## config.mk

```make
export PLATFORM = sky130hd
export DESIGN_NAME = bmsb_ctrl
export DESIGN_NICKNAME = d
export VERILOG_FILES = /design/src/sv/bmsb_pkg.sv /design/src/sv/bmsb_ctrl.sv
export SDC_FILE = /design/constraint.sdc
export NUM_CORES = 1
export LEC_CHECK = 0
export BUFFER_PORTS_ARGS = -buffer_cell sky130_fd_sc_hd__buf_2
export CORE_AREA = 2 2 39 41
export DETAILED_ROUTE_END_ITERATION = 16
export DIE_AREA = 0 0 41 43
export GPL_TIMING_DRIVEN = 0
export SYNTH_ARGS = -nofsm -noshare
export SYNTH_HDL_FRONTEND = slang
export SYNTH_SLANG_ARGS = --single-unit
```

## constraint.sdc

```tcl
create_clock -name clk -period 2.95 [get_ports clk]
set_input_delay 0.7375 -clock clk [delete_from_list [all_inputs] [get_ports clk]]
set_output_delay 0.7375 -clock clk [all_outputs]
set_load 0.01 [all_outputs]
```

## src/sv/bmsb_pkg.sv

```systemverilog
package bmsb_pkg;

    // Cycle type codes
    localparam logic [2:0] CT_INCR = 3'b010;
    localparam logic [2:0] CT_END  = 3'b111;

    // Burst type code for a linear burst; other codes wrap over 4, 8 or 16 beats
    localparam logic [1:0] BT_LINEAR = 2'b00;

    // Beat direction
    localparam logic FUNC_WRITE = 1'b1;

    // Read data returned by a read outside the window
    localparam logic [63:0] OOR_PATTERN = 64'h0000_0000_EEEE_EEEE;

    typedef struct packed {
        logic        func;
        logic [31:0] addr;
        logic [7:0]  byte_select;
        logic [63:0] write_data;
        logic [2:0]  cycle_type;
        logic [1:0]  burst_type;
    } req_t;

    typedef struct packed {
        logic [63:0] read_data;
        logic        ack;
        logic        out_of_range;
    } rsp_t;

    // Controller to datapath commands
    typedef struct packed {
        logic clear;
        logic capture;
        logic exec;
        logic merge;
    } cmd_t;

    // Datapath to controller status
    typedef struct packed {
        logic clear_last;
    } stat_t;

    // Advance a burst address by one bus word, linearly or wrapping
    function automatic logic [31:0] advance(input logic [31:0] a,
                                            input logic [1:0]  bt,
                                            input logic [1:0]  lane_log2);
        logic [31:0] step;
        logic [31:0] mask;
        logic [31:0] sum;
        step = 32'd1 << lane_log2;
        sum  = a + step;
        mask = (step << ({1'b0, bt} + 3'd1)) - 32'd1;
        if (bt == BT_LINEAR)
        begin
            return sum;
        end
        return (a & ~mask) | (sum & mask);
    endfunction

endpackage

```

## src/sv/bmsb_ctrl.sv

```systemverilog
module bmsb_ctrl
(
    input  logic             clk,
    input  logic             rst_n,
    input  logic             start,
    input  bmsb_pkg::stat_t  stat,
    output bmsb_pkg::cmd_t   cmd,
    output logic             busy,
    output logic             done
);

    localparam logic [1:0] S_CLEAR = 2'd0;
    localparam logic [1:0] S_IDLE  = 2'd1;
    localparam logic [1:0] S_EXEC  = 2'd2;
    localparam logic [1:0] S_MERGE = 2'd3;

    logic [1:0] state_reg;
    logic [1:0] state_next;
    logic       done_reg;

    // Sequence clearing pass, then one request at a time
    always_comb
    begin
        state_next = state_reg;
        unique case (state_reg)
            S_CLEAR:
            begin
                if (stat.clear_last)
                begin
                    state_next = S_IDLE;
                end
            end
            S_IDLE:
            begin
                if (start)
                begin
                    state_next = S_EXEC;
                end
            end
            S_EXEC:  state_next = S_MERGE;
            S_MERGE: state_next = S_IDLE;
            default: state_next = S_IDLE;
        endcase
    end

    always_ff @(posedge clk or negedge rst_n)
    begin
        if (!rst_n)
        begin
            state_reg <= S_CLEAR;
            done_reg  <= 1'b0;
        end
        else
        begin
            state_reg <= state_next;
            done_reg  <= (state_reg == S_MERGE);
        end
    end

    // Drive commands from the current state
    always_comb
    begin
        cmd.clear   = (state_reg == S_CLEAR);
        cmd.capture = (state_reg == S_IDLE) && start;
        cmd.exec    = (state_reg == S_EXEC);
        cmd.merge   = (state_reg == S_MERGE);
    end

    assign busy = (state_reg != S_IDLE);
    assign done = done_reg;

endmodule

```

==> run summary <==
Status - finished clean
CP most frequent cell - inv_1
CTS Buf Count - 3
Setup TNS Final - 0 ns
HPWL Detailed - 288.9 um
Clock power frac - 25.3%
Critical R2R Capture - state_reg[1]
Final WS setup - 0.9976 ns
Worst slew pin tran - 0.1303 ns
Share of layout cells above drive strength 1 - 50.00%
RSZ-0062 raised after global routing - false
N_diodes - 0
Filler Cell Count - 163
Most frequent cells in the layout - 9 x buf_2, 4 x inv_1, 4 x ha_1
Crit path DAT - 1.21 ns
Crit. Startpoint - state_reg[1]
Final nets - 39
Internal Power - 183.9 uW
Tot GR Track Use - 6.520%
Starting Density - 13.83%
Crit end category - output port
NetSw - 108.7 uW
Vias post-DR - 152
CP Cell Sequence - inv_1 > ha_1 > inv_1 > nor2_1 > buf_2
Maximum root-to-sink buffer count - 2
Setup violators final - 0
Distinct cells, synth - 8
Sequential fraction of the synthesis area - 39.22%
Initial drt markers - 0
Vias per cell - 3.304
Syn nets - 25
Total gr overflow - 0
Root Buffer - clkbuf_4
Period utilization - 66.18%
Hold Crit Class - in2async
Routability cong. - 0.5727
Max FO, Critical Path - 4
Register bit total from synthesis - 3
# IOs - 10
Pre-antenna DRT Iters - 1
Post-CTS sizing - 0
Largest net degree at the start of global routing - 5
Min cycle time layout - 1.952 ns
VDD IR-drop max - 0.1766 mV
Final Core Density - 20.43%
Layout Skew - 0.001150 ns
P&R area growth vs syn - 47.71%
Area of the multi-input gates - 101.3 sq um
Worst skew pair latency - 0.24 ns
Final hold vios - 0
P_leak - 0.0001607 uW
Mapped Area - 191.4 sq um
Critical Path RT - 2.21 ns
Post-DRT Antenna Nets - 0
Fmax - 512.2 MHz
Chip height - 43 um
Power density cells - 1035 nW/um^2
First-pass GRT wire length - 669 um
Combinational share of power - 48.7%
Post-CTS Setup Inserts - 0
Largest register FFs - 2
Vias in the first global route - 178
H-tree levels - 1
Cells after synthesis - 17
R2R setup slack - 1.60 ns
Post-Place Setup Slack - 1.107 ns
TritonCTS clock tree - yes
# rows - 14
Slew margin rel. - 91.22%
Worst stage delay on the critical path - 0.40 ns
DRC - 0
Sequential share of power - 26.0%
Syn_area_per_cell - 11.26 sq um
Worst setup path class - reg2out
I/O Buffers - 9
Max-Cap Viols - 0
R2R Path Start - state_reg[0]
Number of antenna violations at the first check in global routing - 0
Routed len/inst - 8.130 um
Commonest non-fill, non-tap cell in the layout - buf_2
Die area - 1763 sq um
Sw Ratio - 37.16%
Reg area - 75.07 sq um
Reg2Reg Depth - 5
CP Launch Type - flip-flop
Max-slew violation count - 0
Hold_buf cts - 0
Routed wire length - 374 um
Core box area - 1384 sq um
Chip width - 41 um
Num Clock Sinks - 3
Crit-path slowest cell - dfrtp_1
Clock-pin slew on the worst setup and hold paths - 0.04 ns
Yosys warns - 0
## cells by family after synthesis
kind of cell               count (synthesis)  share of synthesized area, %
AOI/OAI and AO/OA                          3                         9.805
and+or+nand+nor                            2                         9.147
buffers and inverters                      4                         7.841
muxes                                      1                         7.841
DFF                                        3                         39.21
adders and majority gates                  4                         26.14
## worst max-delay path by stage
stage                  end  slack [ns]  cells after the start
finish              cmd[2]         1.0                      5
global placement    cmd[2]        1.11                      4
global route        cmd[2]        0.89                      5
CTS                 cmd[2]        0.96                      5
detailed placement  cmd[2]        1.11                      4
floorplan           cmd[2]        1.27                      2
## Yosys cell counts
master	number	area share, %
dfrtp_1	3	39
ha_1	4	26
mux2_4	1	7.8
nor2b_4	1	7.2
inv_1	4	7.8
o21ai_0	2	5.2
nor2_1	1	2.0
a21oi_2	1	4.6
## per-stage QoR
stage | power, uW | hold WS, ns | instance area (sq um) | instances
after CTS | 303.6 | 0.2775 | 282.8 | 46
after floorplan | 175.1 | 0.4419 | 191.4 | 17
after detailed placement | 223.0 | 0.5356 | 256.5 | 42
after global placement | 218.9 | 0.5335 | 256.5 | 42
after global routing | 324.7 | 0.2817 | 282.8 | 46
final | 292.6 | 0.2867 | 282.8 | 46
## critical path: cells and delay by family, from the launching register on
kind / cells / cell delay, ns
adder cells (fa/ha/maj): 1 / 0.20
buffers and inverters: 3 / 0.29
flip-flops: 1 / 0.40
AND/OR/NAND/NOR: 1 / 0.09
## power by group through the flow
stage / sequential [uW] / combinational (uW) / clock [uW]
after CTS: 77.4 / 148 / 78.7
after detailed placement: 77.8 / 145 / 0
final: 76.1 / 142 / 74.1
after global routing: 80.1 / 164 / 80.9
after global placement: 77.3 / 142 / 0
after floorplan: 77.4 / 97.7 / 0
## area by class of cell
class	count	share of cell area [%]
Multi-Input combinational cell	10	35.84
Sequential cell	3	26.55
Timing Repair Buffer	9	15.93
Clock buffer	4	9.292
Tap cell	16	7.080
Inverter	4	5.310
## metal layers
layer	GRT usage (%)	part of all wire (%)
met1	5.449	34
met2	8.438	49
met3	3.141	11
met4	10.00	5.1
met5	0	0
Power figures use the tool's default switching activity.
